$ cat src/rtl/core/tscs_pkg.sv
`default_nettype none

package tscs_pkg;

  // Fixed-point widths, all set by the Q3.28 angle range (|x| <= 8 rad).
  localparam int unsigned ANGLE_W  = 32;  // input angle, Q3.28
  localparam int unsigned OUT_W    = 32;  // result value, Q11.20
  localparam int unsigned X2_W     = 35;  // x squared, Q6.28
  localparam int unsigned MAG_W    = 42;  // series term magnitude, Q.32
  localparam int unsigned HALF_W   = MAG_W / 2;
  localparam int unsigned N_W      = 48;  // rounded dividend of one term step
  localparam int unsigned SUM_W    = 46;  // signed series sum, Q.32
  localparam int unsigned REM_W    = 45;  // sum magnitude / divider remainder
  localparam int unsigned Q_W      = 31;  // tangent quotient bits
  localparam int unsigned FRAC_IN  = 28;
  localparam int unsigned FRAC_INT = 32;
  localparam int unsigned FRAC_OUT = 20;
  localparam int unsigned INT_Q    = Q_W - FRAC_OUT;

  // Function select codes
  localparam logic [1:0] OP_SIN = 2'd0;
  localparam logic [1:0] OP_COS = 2'd1;
  localparam logic [1:0] OP_TAN = 2'd2;

  typedef struct packed {
    logic       valid;
    logic [1:0] op;
  } ctl_t;

  // Result as it travels beside the tangent divider
  typedef struct packed {
    logic [OUT_W-1:0] value;
    logic             zero_cos;
    logic             sat;
    logic             use_div;  // take the value from the divider
    logic             neg;      // sign of the quotient
  } res_t;

endpackage

`default_nettype wire

$ cat src/rtl/core/tscs_term_cell.sv
`default_nettype none

// One series step: mag * x2 >> 28 (rounded), then / D (rounded) by reciprocal.
// Adds the incoming term to the running sum. Five register stages.
module tscs_term_cell #(
  parameter int unsigned D = 2
) (
  input  logic                                  clk_i,
  input  logic                                  rst_ni,
  input  logic                                  en_i,
  input  tscs_pkg::ctl_t                        ctl_i,
  input  logic [tscs_pkg::X2_W-1:0]             x2_i,
  input  logic [tscs_pkg::MAG_W-1:0]            mag_i,
  input  logic                                  neg_i,
  input  logic signed [tscs_pkg::SUM_W-1:0]     sum_i,
  output tscs_pkg::ctl_t                        ctl_o,
  output logic [tscs_pkg::X2_W-1:0]             x2_o,
  output logic [tscs_pkg::MAG_W-1:0]            mag_o,
  output logic                                  neg_o,
  output logic signed [tscs_pkg::SUM_W-1:0]     sum_o
);

  localparam int unsigned X2_W   = tscs_pkg::X2_W;
  localparam int unsigned MAG_W  = tscs_pkg::MAG_W;
  localparam int unsigned HALF_W = tscs_pkg::HALF_W;
  localparam int unsigned N_W    = tscs_pkg::N_W;
  localparam int unsigned NH     = N_W / 2;
  localparam int unsigned SUM_W  = tscs_pkg::SUM_W;
  localparam int unsigned PP_W   = HALF_W + X2_W;
  localparam int unsigned PROD_W = MAG_W + X2_W;
  localparam int unsigned FULL_W = 2 * N_W;
  localparam logic [63:0] ONE_K  = 64'd1 << N_W;
  localparam logic [N_W-1:0] RECIP  = N_W'(ONE_K / 64'(D));
  localparam logic [N_W-1:0] D_N    = N_W'(D);
  localparam logic [N_W-1:0] HALF_D = N_W'(D / 2);

  tscs_pkg::ctl_t ctl1_q, ctl2_q, ctl3_q, ctl4_q, ctl5_q;
  logic [X2_W-1:0] x2_1_q, x2_2_q, x2_3_q, x2_4_q, x2_5_q;
  logic neg1_q, neg2_q, neg3_q, neg4_q, neg5_q;
  logic signed [SUM_W-1:0] sum1_q, sum2_q, sum3_q, sum4_q, sum5_q;
  logic signed [SUM_W-1:0] term_s, sum1_d;
  logic [PP_W-1:0] pplo_q, pphi_q;
  logic [PROD_W-1:0] prod, prod_rnd;
  logic [N_W-1:0] n2_d, n2_q, n3_q, n4_q;
  logic [N_W-1:0] pp00_q, pp01_q, pp10_q, pp11_q;
  logic [FULL_W-1:0] full;
  logic [MAG_W-1:0] qe4_q, mag5_d, mag5_q;
  logic [N_W-1:0] qd, rem;

  // stage 1: accumulate incoming term, split product
  always_comb begin
    term_s = $signed({{(SUM_W-MAG_W){1'b0}}, mag_i});
    if (neg_i) begin
      term_s = -term_s;
    end
    sum1_d = sum_i + term_s;
  end

  // stage 2: join partial products, round off 28 bits, add D/2
  always_comb begin
    prod     = (PROD_W'(pphi_q) << HALF_W) + PROD_W'(pplo_q);
    prod_rnd = prod + (PROD_W'(1) << (tscs_pkg::FRAC_IN - 1));
    n2_d     = N_W'(prod_rnd >> tscs_pkg::FRAC_IN) + HALF_D;
  end

  // stage 4: estimate quotient, low by at most one
  always_comb begin
    full = (FULL_W'(pp11_q) << N_W)
         + ((FULL_W'(pp01_q) + FULL_W'(pp10_q)) << NH)
         + FULL_W'(pp00_q);
  end

  // stage 5: correct quotient
  always_comb begin
    qd     = N_W'(N_W'(qe4_q) * D_N);
    rem    = n4_q - qd;
    mag5_d = (rem >= D_N) ? qe4_q + MAG_W'(1) : qe4_q;
  end

  always_ff @(posedge clk_i or negedge rst_ni) begin
    if (!rst_ni) begin
      ctl1_q <= '0;
      ctl2_q <= '0;
      ctl3_q <= '0;
      ctl4_q <= '0;
      ctl5_q <= '0;
    end else if (en_i) begin
      ctl1_q <= ctl_i;
      ctl2_q <= ctl1_q;
      ctl3_q <= ctl2_q;
      ctl4_q <= ctl3_q;
      ctl5_q <= ctl4_q;
    end
  end

  always_ff @(posedge clk_i) begin
    if (en_i) begin
      x2_1_q <= x2_i;
      neg1_q <= !neg_i;
      sum1_q <= sum1_d;
      pplo_q <= PP_W'(mag_i[HALF_W-1:0]) * PP_W'(x2_i);
      pphi_q <= PP_W'(mag_i[MAG_W-1:HALF_W]) * PP_W'(x2_i);

      x2_2_q <= x2_1_q;
      neg2_q <= neg1_q;
      sum2_q <= sum1_q;
      n2_q   <= n2_d;

      x2_3_q <= x2_2_q;
      neg3_q <= neg2_q;
      sum3_q <= sum2_q;
      n3_q   <= n2_q;
      pp00_q <= N_W'(n2_q[NH-1:0]) * N_W'(RECIP[NH-1:0]);
      pp01_q <= N_W'(n2_q[NH-1:0]) * N_W'(RECIP[N_W-1:NH]);
      pp10_q <= N_W'(n2_q[N_W-1:NH]) * N_W'(RECIP[NH-1:0]);
      pp11_q <= N_W'(n2_q[N_W-1:NH]) * N_W'(RECIP[N_W-1:NH]);

      x2_4_q <= x2_3_q;
      neg4_q <= neg3_q;
      sum4_q <= sum3_q;
      n4_q   <= n3_q;
      qe4_q  <= full[N_W +: MAG_W];

      x2_5_q <= x2_4_q;
      neg5_q <= neg4_q;
      sum5_q <= sum4_q;
      mag5_q <= mag5_d;
    end
  end

  assign ctl_o = ctl5_q;
  assign x2_o  = x2_5_q;
  assign mag_o = mag5_q;
  assign neg_o = neg5_q;
  assign sum_o = sum5_q;

endmodule

`default_nettype wire

$ cat config.mk
export PLATFORM = sky130hd
export DESIGN_NAME = tscs_term_cell
export DESIGN_NICKNAME = d
export VERILOG_FILES = /design/src/rtl/core/tscs_pkg.sv /design/src/rtl/core/tscs_term_cell.sv
export SDC_FILE = /design/constraint.sdc
export NUM_CORES = 2
export LEC_CHECK = 0
export BUFFER_PORTS_ARGS = -buffer_cell sky130_fd_sc_hd__buf_2
export CAP_MARGIN = 30
export CORE_MARGIN = 2
export CORE_UTILIZATION = 56
export CTS_CLUSTER_DIAMETER = 100
export DETAILED_ROUTE_END_ITERATION = 10
export PLACE_DENSITY = 0.78
export SLEW_MARGIN = 20
export SYNTH_ARGS = -nofsm -noshare
export SYNTH_HDL_FRONTEND = slang
export SYNTH_SLANG_ARGS = --single-unit
$ cat constraint.sdc
create_clock -name clk_i -period 3.78 [get_ports clk_i]
set_input_delay 0.189 -clock clk_i [delete_from_list [all_inputs] [get_ports clk_i]]
set_output_delay 0.189 -clock clk_i [all_outputs]
set_load 0.03 [all_outputs]
==> flow_summary.json <==
{
  "avgSynthCellArea_um2": 10.6,
  "yosysMostFrequentCell": "inv_1",
  "drc_errors": 0,
  "h-tree-depth": 3,
  "core_area_um2": 133000,
  "drt_first_pass_iters": 6,
  "crit_arrival_ns": 6.88,
  "status": "complete, but fails checks",
  "slowest_stage": "fa_1",
  "tritoncts": "yes",
  "ys_ff_latch": 698,
  "cp_top_family": "adder cells",
  "rsz0062_at_grt": "yes",
  "end_kind": "flop",
  "dp_hpwl_um": 152000,
  "grt_util_all_layers": 0.298,
  "max_stage_delay_ns": 0.52,
  "hold_viol": 0,
  "cts-root-buf": "clkbuf_16",
  "die-area_um2": 137000,
  "synthTopCellsByCount": "inv_1 (1426), fa_1 (1247), and2_1 (820)",
  "finalSetupViolCount": 129,
  "cts_made_buffers": 76,
  "fmax_mhz": 155,
  "post-route-min-period_ns": 6.44,
  "clock_latency_ns": 0.73,
  "fin_area_um2": 92900,
  "skew_ns": 0.0401,
  "grt_pass1_vias": 58800,
  "synth_fp_nets": 8910,
  "vias": 54900,
  "wl_per_cell_um": 20.9,
  "gp_congestion": 0.954,
  "worst_slack_ns": -2.66,
  "fin_crit_sh": 1.70,
  "first_iter_violations": 3900,
  "numPortBuffers": 256,
  "timing.critical_path.mode_cell": "fa_1",
  "utilization": 0.697,
  "grt_first_pass_wirelength_um": 315000,
  "timing.critical_path.buf_inv": 9,
  "rows": 134,
  "ios": 257,
  "placed_cell_area_um2": 86100,
  "cp-start-kind": "input port",
  "cp.required_ns": 4.22,
  "ys_seq_area_frac": 0.278,
  "syn_area_um2": 75100,
  "synth_top_cells_by_area": "fa_1 (33%), edfxtp_1 (27%), ha_1 (7.3%)",
  "hp-class": "input port to flop",
  "grt_max_degree": 107,
  "tightest_slew_ns": 0.881,
  "die_x_um": 370,
  "async_flop_share": 0.0215,
  "final_max_slew_viol_count": 0,
  "drive_gt1_frac": 0.235,
  "synth_ff_type": "edfxtp_1",
  "start_util": 0.563,
  "avgViaCountPerCell": 5.52,
  "dieHeight_um": 370,
  "slew_headroom": 0.413,
  "grt_overflow": 0,
  "synthCells": 7093,
  "cp_max_fo": 6,
  "cts.sinks": 698,
  "ys_types": 84,
  "ant_nets": 0,
  "synth_top_area_frac": 0.332,
  "yosysTopAreaCell": "fa_1",
  "clk_pin_slew_worst_paths_ns": 0.06,
  "drt-total-wl_um": 208000,
  "antenna_found_initial": 10,
  "critical_path_class": "input port to flop",
  "synth_edf_count": 683,
  "failed_checks": "negative setup slack",
  "layout.nets": 9924,
  "area_growth_pct": 23.7,
  "yosysWarnings": 0,
  "clockBufferDepth": 3,
  "cap_violations": 0
}
## layer usage
layer	part of all wire	global-route usage	up-vias
met5	0.00017	0	-
met3	0.071	0.0483	821
met2	0.49	0.495	2316
met1	0.36	0.360	27700
li1	-	-	24000
met4	0.081	0.195	4
## worst paths after layout
kind	start	end	slack, ns	cells past startpoint
setup / recovery	x2_i[9]	pphi_q[50]	-2.66	29
hold / removal	sum_i[15]	sum1_q[15]	0.05	4
setup reg to reg	pplo_q[33]	n2_q[39]	-0.40	15
hold reg to reg	x2_4_q[9]	x2_o[9]	0.38	0
max in group asynchronous	rst_ni	ctl1_q[2]	2.77	3
min in group asynchronous	rst_ni	ctl3_q[1]	0.58	3
## final cells by class
| class | count | area (um^2) |
|---|---|---|
| inverter | 1426 | 5350 |
| clock inverter | 48 | 643 |
| tap | 1768 | 2210 |
| antenna | 7 | 17.5 |
| sequential | 698 | 20900 |
| fill | 9068 | 40400 |
| clock buffer | 92 | 2010 |
| timing repair buffer | 1298 | 11400 |
| multi-input combinational | 4607 | 50400 |
## layout by cell type, fill, tap and decap left out, types with 14 or more instances in the layout
master | netlist | final
xnor2_2 | 1 | 17
nand2b_1 | 20 | 20
and2_1 | 820 | 749
and4_1 | 16 | 14
and3_1 | 44 | 37
clkbuf_16 | 0 | 92
ha_1 | 440 | 380
o31ai_1 | 24 | 19
xor2_1 | 66 | 54
edfxtp_1 | 683 | 683
nor3_1 | 38 | 33
a21oi_2 | 0 | 43
o211ai_1 | 15 | 15
a21oi_1 | 161 | 105
dlygate4sd3_1 | 0 | 33
o21ai_0 | 94 | 56
dfrtp_1 | 15 | 15
buf_2 | 7 | 211
buf_6 | 2 | 84
o21ai_2 | 1 | 19
buf_4 | 0 | 829
mux2_2 | 19 | 19
and2_4 | 0 | 71
a21o_1 | 105 | 104
o21bai_1 | 23 | 22
o21a_1 | 18 | 18
buf_8 | 0 | 21
fa_1 | 1247 | 1196
inv_2 | 0 | 51
inv_1 | 1426 | 1375
nand4_1 | 44 | 44
nor2b_1 | 30 | 26
nor2_1 | 121 | 110
xnor2_1 | 213 | 186
o21ai_1 | 2 | 15
buf_12 | 0 | 87
nand3_1 | 54 | 46
ha_4 | 0 | 55
fa_2 | 0 | 51
nand2_1 | 794 | 779
## tightest hold or removal path, stage by stage
cell	delay, ns
buf_2	0.10
ha_4	0.15
buf_4	0.11
xnor2_1	0.11
## what timing repair did
item	4_1_cts	5_1_grt
hold buffers	33	0
gates cloned	9	15
endpoints found under the setup margin	140	143
pin swaps	146	172
buffers inserted	77	47
gates resized for setup	331	231
endpoints found under the hold margin	46	0
## logic make-up (layout without fill, tap and decap cells)
kind of cell / after synthesis / in the layout / synth area share
AND/OR/NAND/NOR: 2045 / 2045 / 0.140
buffers and inverters: 1788 / 2864 / 0.0897
adder cells (fa/ha/maj): 1687 / 1687 / 0.406
flip-flops: 698 / 698 / 0.278
AO/OA/AOI/OAI: 575 / 575 / 0.0506
XOR/XNOR: 280 / 280 / 0.0328
multiplexers: 20 / 20 / 0.00298
other: 0 / 7 / 0
## metrics by stage
| stage | setup TNS [ns] | setup WS, ns | hold WS, ns | instances |
|---|---|---|---|---|
| after floorplan | -188.96 | -3.17 | -0.107 | 7093 |
| after global placement | -280.97 | -3.49 | 0.0939 | 9655 |
| after detailed placement | -290.96 | -3.66 | 0.101 | 9655 |
| after CTS | -185.75 | -2.56 | 0.00403 | 9898 |
| after global routing | -216.44 | -2.82 | 0.0420 | 9942 |
| final | -194.29 | -2.66 | 0.0534 | 9944 |
## registers in the layout, indices dropped and copies added, names as in the netlist, 47 cells and up
| name | cells |
|---|---|
| pphi_q | 55 |
| n3_q | 47 |
| n2_q | 47 |
| n4_q | 47 |
Power is not shown: default switching activity piles up to over one toggle a cycle in this logic, so the estimate is an artifact.
