**src/rtl/core/tscs_pkg.sv**
```systemverilog
`default_nettype none

package tscs_pkg;

  // Fixed-point widths, all set by the Q3.28 angle range (|x| <= 8 rad).
  localparam int unsigned ANGLE_W  = 32;  // input angle, Q3.28
  localparam int unsigned OUT_W    = 32;  // result value, Q11.20
  localparam int unsigned X2_W     = 35;  // x squared, Q6.28
  localparam int unsigned MAG_W    = 42;  // series term magnitude, Q.32
  localparam int unsigned HALF_W   = MAG_W / 2;
  localparam int unsigned N_W      = 48;  // rounded dividend of one term step
  localparam int unsigned SUM_W    = 46;  // signed series sum, Q.32
  localparam int unsigned REM_W    = 45;  // sum magnitude / divider remainder
  localparam int unsigned Q_W      = 31;  // tangent quotient bits
  localparam int unsigned FRAC_IN  = 28;
  localparam int unsigned FRAC_INT = 32;
  localparam int unsigned FRAC_OUT = 20;
  localparam int unsigned INT_Q    = Q_W - FRAC_OUT;

  // Function select codes
  localparam logic [1:0] OP_SIN = 2'd0;
  localparam logic [1:0] OP_COS = 2'd1;
  localparam logic [1:0] OP_TAN = 2'd2;

  typedef struct packed {
    logic       valid;
    logic [1:0] op;
  } ctl_t;

  // Result as it travels beside the tangent divider
  typedef struct packed {
    logic [OUT_W-1:0] value;
    logic             zero_cos;
    logic             sat;
    logic             use_div;  // take the value from the divider
    logic             neg;      // sign of the quotient
  } res_t;

endpackage

`default_nettype wire

```
**src/rtl/core/tscs_div_cell.sv**
```systemverilog
`default_nettype none

// One restoring-division step: one quotient bit per cell.
// shq holds pending dividend bits at the top, quotient bits fill from the bottom.
module tscs_div_cell (
  input  logic                          clk_i,
  input  logic                          rst_ni,
  input  logic                          en_i,
  input  tscs_pkg::ctl_t                ctl_i,
  input  tscs_pkg::res_t                res_i,
  input  logic [tscs_pkg::REM_W-1:0]    rem_i,
  input  logic [tscs_pkg::Q_W-1:0]      shq_i,
  input  logic [tscs_pkg::REM_W-1:0]    dvs_i,
  output tscs_pkg::ctl_t                ctl_o,
  output tscs_pkg::res_t                res_o,
  output logic [tscs_pkg::REM_W-1:0]    rem_o,
  output logic [tscs_pkg::Q_W-1:0]      shq_o,
  output logic [tscs_pkg::REM_W-1:0]    dvs_o
);

  localparam int unsigned REM_W = tscs_pkg::REM_W;
  localparam int unsigned Q_W   = tscs_pkg::Q_W;

  logic [REM_W:0]   trial, diff;
  logic             ge;
  logic [REM_W-1:0] rem_d;
  tscs_pkg::ctl_t   ctl_q;

  always_comb begin
    trial = {rem_i, shq_i[Q_W-1]};
    diff  = trial - {1'b0, dvs_i};
    ge    = trial >= {1'b0, dvs_i};
    rem_d = ge ? diff[REM_W-1:0] : trial[REM_W-1:0];
  end

  always_ff @(posedge clk_i or negedge rst_ni) begin
    if (!rst_ni) begin
      ctl_q <= '0;
    end else if (en_i) begin
      ctl_q <= ctl_i;
    end
  end

  always_ff @(posedge clk_i) begin
    if (en_i) begin
      res_o <= res_i;
      rem_o <= rem_d;
      shq_o <= {shq_i[Q_W-2:0], ge};
      dvs_o <= dvs_i;
    end
  end

  assign ctl_o = ctl_q;

endmodule

`default_nettype wire

```
**config.mk**
```make
export PLATFORM = sky130hd
export DESIGN_NAME = tscs_div_cell
export DESIGN_NICKNAME = d
export VERILOG_FILES = /design/src/rtl/core/tscs_pkg.sv /design/src/rtl/core/tscs_div_cell.sv
export SDC_FILE = /design/constraint.sdc
export NUM_CORES = 1
export LEC_CHECK = 0
export ABC_CLOCK_PERIOD_IN_PS = 1100
export BUFFER_PORTS_ARGS = -buffer_cell sky130_fd_sc_hd__buf_2
export CAP_MARGIN = 20
export CORE_AREA = 2 2 150 181
export DETAILED_ROUTE_END_ITERATION = 16
export DIE_AREA = 0 0 152 183
export GPL_ROUTABILITY_DRIVEN = 1
export PLACE_DENSITY = 0.64
export RECOVER_POWER = 25
export SLEW_MARGIN = 10
export SYNTH_ARGS = -nofsm -noshare
export SYNTH_HDL_FRONTEND = slang
export SYNTH_SLANG_ARGS = --single-unit
```
**constraint.sdc**
```tcl
create_clock -name clk_i -period 1.1 [get_ports clk_i]
set_clock_uncertainty 0.2 [all_clocks]
set_input_delay 0.22 -clock clk_i [delete_from_list [all_inputs] [get_ports clk_i]]
set_output_delay 0.22 -clock clk_i [all_outputs]
set_load 0.01 [all_outputs]
```
==> impl_metrics.json, run 1 <==
{
  "status": "complete, but fails checks",
  "violations": "hold timing, setup timing",
  "grt_pass1_vias": 8008,
  "grt_most_used_layer": "met2",
  "slew_violations": 0,
  "grt_overflow": 0,
  "io_buffer_count": 322,
  "ant_nets": 0,
  "yosys_warnings": 0,
  "dieArea_um2": 27800,
  "synth_edf_count": 157,
  "finalSetupViolCount": 206,
  "syn_nets": 871,
  "synthArstFlopShare_pct": 1.88,
  "core-area_um2": 26100,
  "yosysUniqueCellTypes": 52,
  "grt_use_total_pct": 18.5,
  "htreeDepth": 4,
  "max_cap_violations": 0,
  "syn_avg_cell_area_um2": 12.0,
  "vias_per_cell": 4.56,
  "drt_iter0_drc": 364,
  "vias": 7658,
  "nets": 1538,
  "ir_worst_vdd_mv": 1.06,
  "drt-wirelength-per-cell_um": 15.8,
  "path_clk_slew_ps": 60,
  "fin_ws_ps": -1830,
  "relSlewSlack_pct": 65.4,
  "power.density_nw_per_um2": 1350,
  "finalCritPeriodShare_pct": 267,
  "min_period_ps": 2930,
  "path_class": "primary input to flop",
  "clk_latency_ps": 430,
  "cts_buffers": 17,
  "synthTopCellsByCount": "edfxtp_1 (157), nand2_1 (68), inv_1 (58), o21ai_0 (51), a21oi_1 (48)",
  "yosys-top-cells-area": "edfxtp_1 (59%), ha_1 (7.1%), o21ai_0 (3.2%)",
  "total_power_mw": 18.7,
  "drc": 0,
  "grt_max_degree": 39,
  "cp.required_ps": 1080,
  "hold_buffers": 145,
  "synth-seq-cells": 160,
  "holdWs_ps": -24.1,
  "startpoint_type": "primary input",
  "worstMarginPinSlew_ps": 520,
  "yosysTopAreaCellShare_pct": 59.3,
  "r2r_cells": 1,
  "gp_congestion": 0.844,
  "die_w_um": 152,
  "areaGrowthSynthToFinish_pct": 74.1,
  "reg2reg_slack_ps": 150,
  "hpwl_um": 19800,
  "synth_top_area_cell": "edfxtp_1",
  "path_max_fanout": 6,
  "start_util_pct": 30.4,
  "met1_usage_pct": 20.2,
  "drive_gt1_share_pct": 44.8,
  "netlist_area_um2": 7950,
  "finalWirelength_um": 26500,
  "min_path_cells": 4,
  "rsz0062_at_grt": "yes",
  "grt_first_pass_wirelength_um": 40400,
  "setup_tns_ps": -122320,
  "cp-end-kind": "flop",
  "root_buffer": "clkbuf_16",
  "antenna_found_initial": 3,
  "num-fill-cells": 2274,
  "synthCells": 662,
  "synth.most_common_cell": "edfxtp_1",
  "die_h_um": 183,
  "p_leak_nw": 6.34,
  "clock_sinks": 160,
  "io_pins": 323,
  "rows": 65,
  "hold_path_class": "primary input to flop",
  "finalHoldViolations": 6,
  "arrival_ps": 2910,
  "dr.pass1.iters": 5,
  "clock_path_buffers": 2,
  "cts_tree": "built",
  "grtUsageMet2_pct": 34.6,
  "max_freq_mhz": 341,
  "grt_util_met3_pct": 4.09,
  "synthFlopType": "edfxtp_1",
  "ys_seq_area_share_pct": 60.3
}
[layer usage]
layer  wire length, um  vias to the layer above
met5                13                        -
met4               731                        2
met3              1300                       49
met2             14000                      244
met1             10500                     3586
li1                  -                     3777
[final cells by class]
class | count | area (um2) | area share [%]
multi-input combinational | 421 | 2990 | 21.6
clock buffer | 19 | 443 | 3.20
inverter | 59 | 241 | 1.75
clock inverter | 13 | 153 | 1.10
tap | 335 | 419 | 3.03
timing repair buffer | 670 | 4790 | 34.6
sequential | 160 | 4790 | 34.6
antenna | 2 | 5.00 | 0.0362
[critical path, cell delays in order]
cell and delay [ps]:
buf_12 110, inv_12 40, ha_4 140, inv_2 40
fa_2 350, a211oi_2 200, nor2_2 90, o311ai_4 290
a21oi_2 120, o211ai_2 220, a21oi_2 90, o2111a_1 280
nor3_4 190, buf_12 180, inv_8 50, mux2_4 290
[cell usage in the layout (no fill, tap or decap), types with 7 or more instances in the layout]
cell type and n:
buf_2 318, dlygate4sd3_1 145, ha_1 44, inv_1 56, o21ai_0 41, o21ai_2 8
buf_12 9, o21bai_1 10, edfxtp_1 157, a21o_1 21, nand4_1 11, clkbuf_16 18
nand3_1 16, xnor2_1 23, buf_4 185, a21oi_1 43, nor2_1 22, nand2_1 67
nor3_1 7, xor2_1 16
[worst paths after layout]
kind | from | endpoint
worst max-delay path | shq_i[30] | rem_o[12]$_DFFE_PP_
worst min-delay path | rem_i[19] | rem_o[20]$_DFFE_PP_
worst max register to register | ctl_o[1]$_DFFE_PN0P_ | ctl_o[1]$_DFFE_PN0P_
worst min register to register | ctl_o[2]$_DFFE_PN0P_ | ctl_o[2]$_DFFE_PN0P_
max in group asynchronous | rst_ni | ctl_o[0]$_DFFE_PN0P_
min in group asynchronous | rst_ni | ctl_o[1]$_DFFE_PN0P_
[power breakdown]
| part | switching [mW] | total, mW | internal (mW) | leakage [nW] |
|---|---|---|---|---|
| Combinational | 2.41 | 5.00 | 2.59 | 4.48 |
| Sequential | 0.175 | 7.62 | 7.45 | 1.57 |
| Clock | 2.63 | 6.09 | 3.46 | 0.293 |
[cells by family (layout without fill, tap and decap cells)]
logic type      count (synthesis)  after routing  synth area share [%]
xor+xnor                       39             39                  4.30
other cells                     0              2                     0
flops                         160            160                  60.3
fa+ha+maj                      46             46                  7.34
compound gates                182            182                  14.3
simple gates                  145            145                  8.35
buf+inv                        81            761                  4.17
mux                             9              9                  1.28
[state kept, by name, indices dropped and copies added (netlist names)]
register  count
dvs_o        45
ctl_o         3
res_o        36
rem_o        45
shq_o        31
[what timing repair did]
| action | in CTS | in global routing |
|---|---|---|
| setup buffers | 5 | 1 |
| gates resized for setup | 23 | 30 |
| endpoints found under the setup margin | 206 | 206 |
| hold endpoints to repair | 163 | 11 |
| pin swaps | 11 | 11 |
| gates cloned | 2 | 1 |
[per-stage QoR]
stage                     instances  utilization [%]  setup slack, ps  area, um2
after floorplan                 662                -            -2100       8020
after global placement         1491             44.0            -2400      11500
after detailed placement       1491             44.0            -2540      11500
after CTS                      1675             52.6            -1880      13700
after global routing           1678             53.0            -1930      13800
final                          1679             53.0            -1830      13800
Note: power is estimated with default switching activity, not from simulation.
==> inputs of run 2 (changes only) <==
--- a/config.mk
+++ b/config.mk
@@ -14,6 +14,7 @@
 export GPL_ROUTABILITY_DRIVEN = 1
 export PLACE_DENSITY = 0.64
 export RECOVER_POWER = 25
+export SKIP_LAST_GASP = 1
 export SLEW_MARGIN = 10
 export SYNTH_ARGS = -nofsm -noshare
 export SYNTH_HDL_FRONTEND = slang
==> run 2 against run 1 <==
The flow still finishes with violations (hold timing, setup timing). Clock power about the same. Critical path depth unchanged. Via count shrank 0.61%. Critical path type unchanged. Die area is the same. Non-clock buffer count is the same. Maximum frequency increased by 0.27%. Register-to-register slack barely moved. Hold slack is essentially flat. Core utilization hardly changed. Power is 0.12% lower. Sequential power barely moved. Design area hardly changed.
==> impl_metrics.json, run 2 (synthesized netlist as in run 1, its figures left out) <==
{
  "io_pins": 323,
  "nets": 1538,
  "p_leak_nw": 6.34,
  "final_common_cell": "buf_2",
  "pre_cts_slack_ps": -2540,
  "dieArea_um2": 27800,
  "rsz0062_at_grt": "yes",
  "holdWs_ps": -24.6,
  "min_period_ps": 2930,
  "finalSetupViolCount": 227,
  "top_regs": "dvs_o: 45 flops, rem_o: 45 flops, res_o: 36 flops",
  "seq_area_um2": 4790,
  "dp_cells": 1491,
  "setup_tns_ps": -122300,
  "htreeDepth": 4,
  "path_max_fanout": 6,
  "root_buffer": "clkbuf_16",
  "power_frac_comb_pct": 26.7,
  "die_w_um": 152,
  "seqPwrFrac_pct": 40.8,
  "hold_path_class": "primary input to flop",
  "hold_buffers": 145,
  "grt_overflow": 0,
  "rows": 65,
  "dpl-instance-area_um2": 11500,
  "finalCritPeriodShare_pct": 266,
  "total_power_mw": 18.7,
  "drt-wirelength-per-cell_um": 15.7,
  "clk_latency_ps": 430,
  "grt_use_total_pct": 18.5,
  "path_class": "primary input to flop",
  "violations": "hold timing, setup timing",
  "num-fill-cells": 2277,
  "startpoint_type": "primary input",
  "hpwl_um": 19800,
  "cp.required_ps": 1080,
  "clock_path_buffers": 2,
  "layout_common_cells": "buf_2 (317), buf_4 (185), edfxtp_1 (157)",
  "status": "complete, but fails checks",
  "antenna_found_initial": 3,
  "finalNonFillerCells": 1679,
  "die_h_um": 183,
  "grt_first_pass_wirelength_um": 40300,
  "ir_worst_vdd_mv": 1.06,
  "drc": 0,
  "clkPwrFrac_pct": 32.6,
  "drive_gt1_share_pct": 44.7,
  "vias": 7611,
  "cell_internal_pwr_mw": 13.5,
  "cp-end-kind": "flop",
  "fin_ws_ps": -1830,
  "io_buffer_count": 322,
  "cts_tree": "built",
  "grt_pass1_vias": 8001,
  "finalHoldViolations": 6,
  "relSlewSlack_pct": 62.0,
  "max_freq_mhz": 342,
  "max_cap_violations": 0,
  "finalWirelength_um": 26400,
  "arrival_ps": 2900,
  "grt_max_degree": 39,
  "path_clk_slew_ps": 60,
  "power.density_nw_per_um2": 1350,
  "cts_buffers": 17,
  "worstMarginPinSlew_ps": 570,
  "slew_violations": 0,
  "final_core_util_pct": 53.0,
  "drt_iter0_drc": 351,
  "vias_per_cell": 4.53,
  "start_util_pct": 30.4,
  "gp_congestion": 0.844,
  "fin_area_um2": 13800,
  "dr.pass1.iters": 4,
  "core-area_um2": 26100,
  "areaGrowthSynthToFinish_pct": 74.0,
  "ant_nets": 0,
  "p_switching_mw": 5.20,
  "multi_input_area_um2": 2980,
  "reg2reg_slack_ps": 150,
  "switching_share_pct": 27.8,
  "clock_sinks": 160
}
==> run 2: worst paths after layout <==
| check | start | depth (start not counted) | to |
|---|---|---|---|
| worst max-delay path | shq_i[30] | 16 | rem_o[12]$_DFFE_PP_ |
| worst min register to register | ctl_o[2]$_DFFE_PN0P_ | 1 | ctl_o[2]$_DFFE_PN0P_ |
| min in group asynchronous | rst_ni | 3 | ctl_o[1]$_DFFE_PN0P_ |
| worst min-delay path | rem_i[19] | 4 | rem_o[20]$_DFFE_PP_ |
| max in group asynchronous | rst_ni | 3 | ctl_o[0]$_DFFE_PN0P_ |
| worst max register to register | ctl_o[1]$_DFFE_PN0P_ | 1 | ctl_o[1]$_DFFE_PN0P_ |
==> run 2: critical path: stages <==
cell,delay (ps)
buf_12,110
inv_12,40
ha_4,140
inv_2,40
fa_2,350
a211oi_2,200
nor2_2,90
o311ai_4,290
a21oi_2,120
o211ai_2,220
a21oi_2,90
o2111a_1,280
nor3_4,190
buf_12,180
inv_8,50
mux2_4,290
==> run 2: metal layers <==
metal,global-route usage [%],wire length (um)
met1,20.2,10400
met3,4.09,1310
met5,0,13
met2,34.5,13900
met4,7.93,742
==> run 2: what timing repair did <==
item,CTS,global route
endpoints found under the setup margin,206,206
gates cloned,2,1
resized for setup,18,32
setup buffers,5,1
hold endpoints to repair,163,11
pin swaps,11,11
==> run 2: power by group through the flow <==
| stage | Combinational [mW] | Sequential [mW] | Clock [mW] |
|---|---|---|---|
| after floorplan | 1.61 | 8.09 | 0 |
| after global placement | 4.27 | 7.73 | 0 |
| after detailed placement | 4.32 | 7.75 | 0 |
| after CTS | 4.89 | 7.62 | 6.25 |
| after global routing | 5.40 | 7.68 | 6.47 |
| final | 4.98 | 7.62 | 6.09 |
==> run 2: area by class of cell <==
class                   instances  share of cell area, %
repair buffers                670                   34.7
flip-flops and latches        160                   34.6
multi-input cells             421                   21.6
clock buffers                  19                   3.20
well taps                     335                   3.03
inverters                      59                   1.75
clock inverters                13                   1.10
diodes                          2                 0.0362
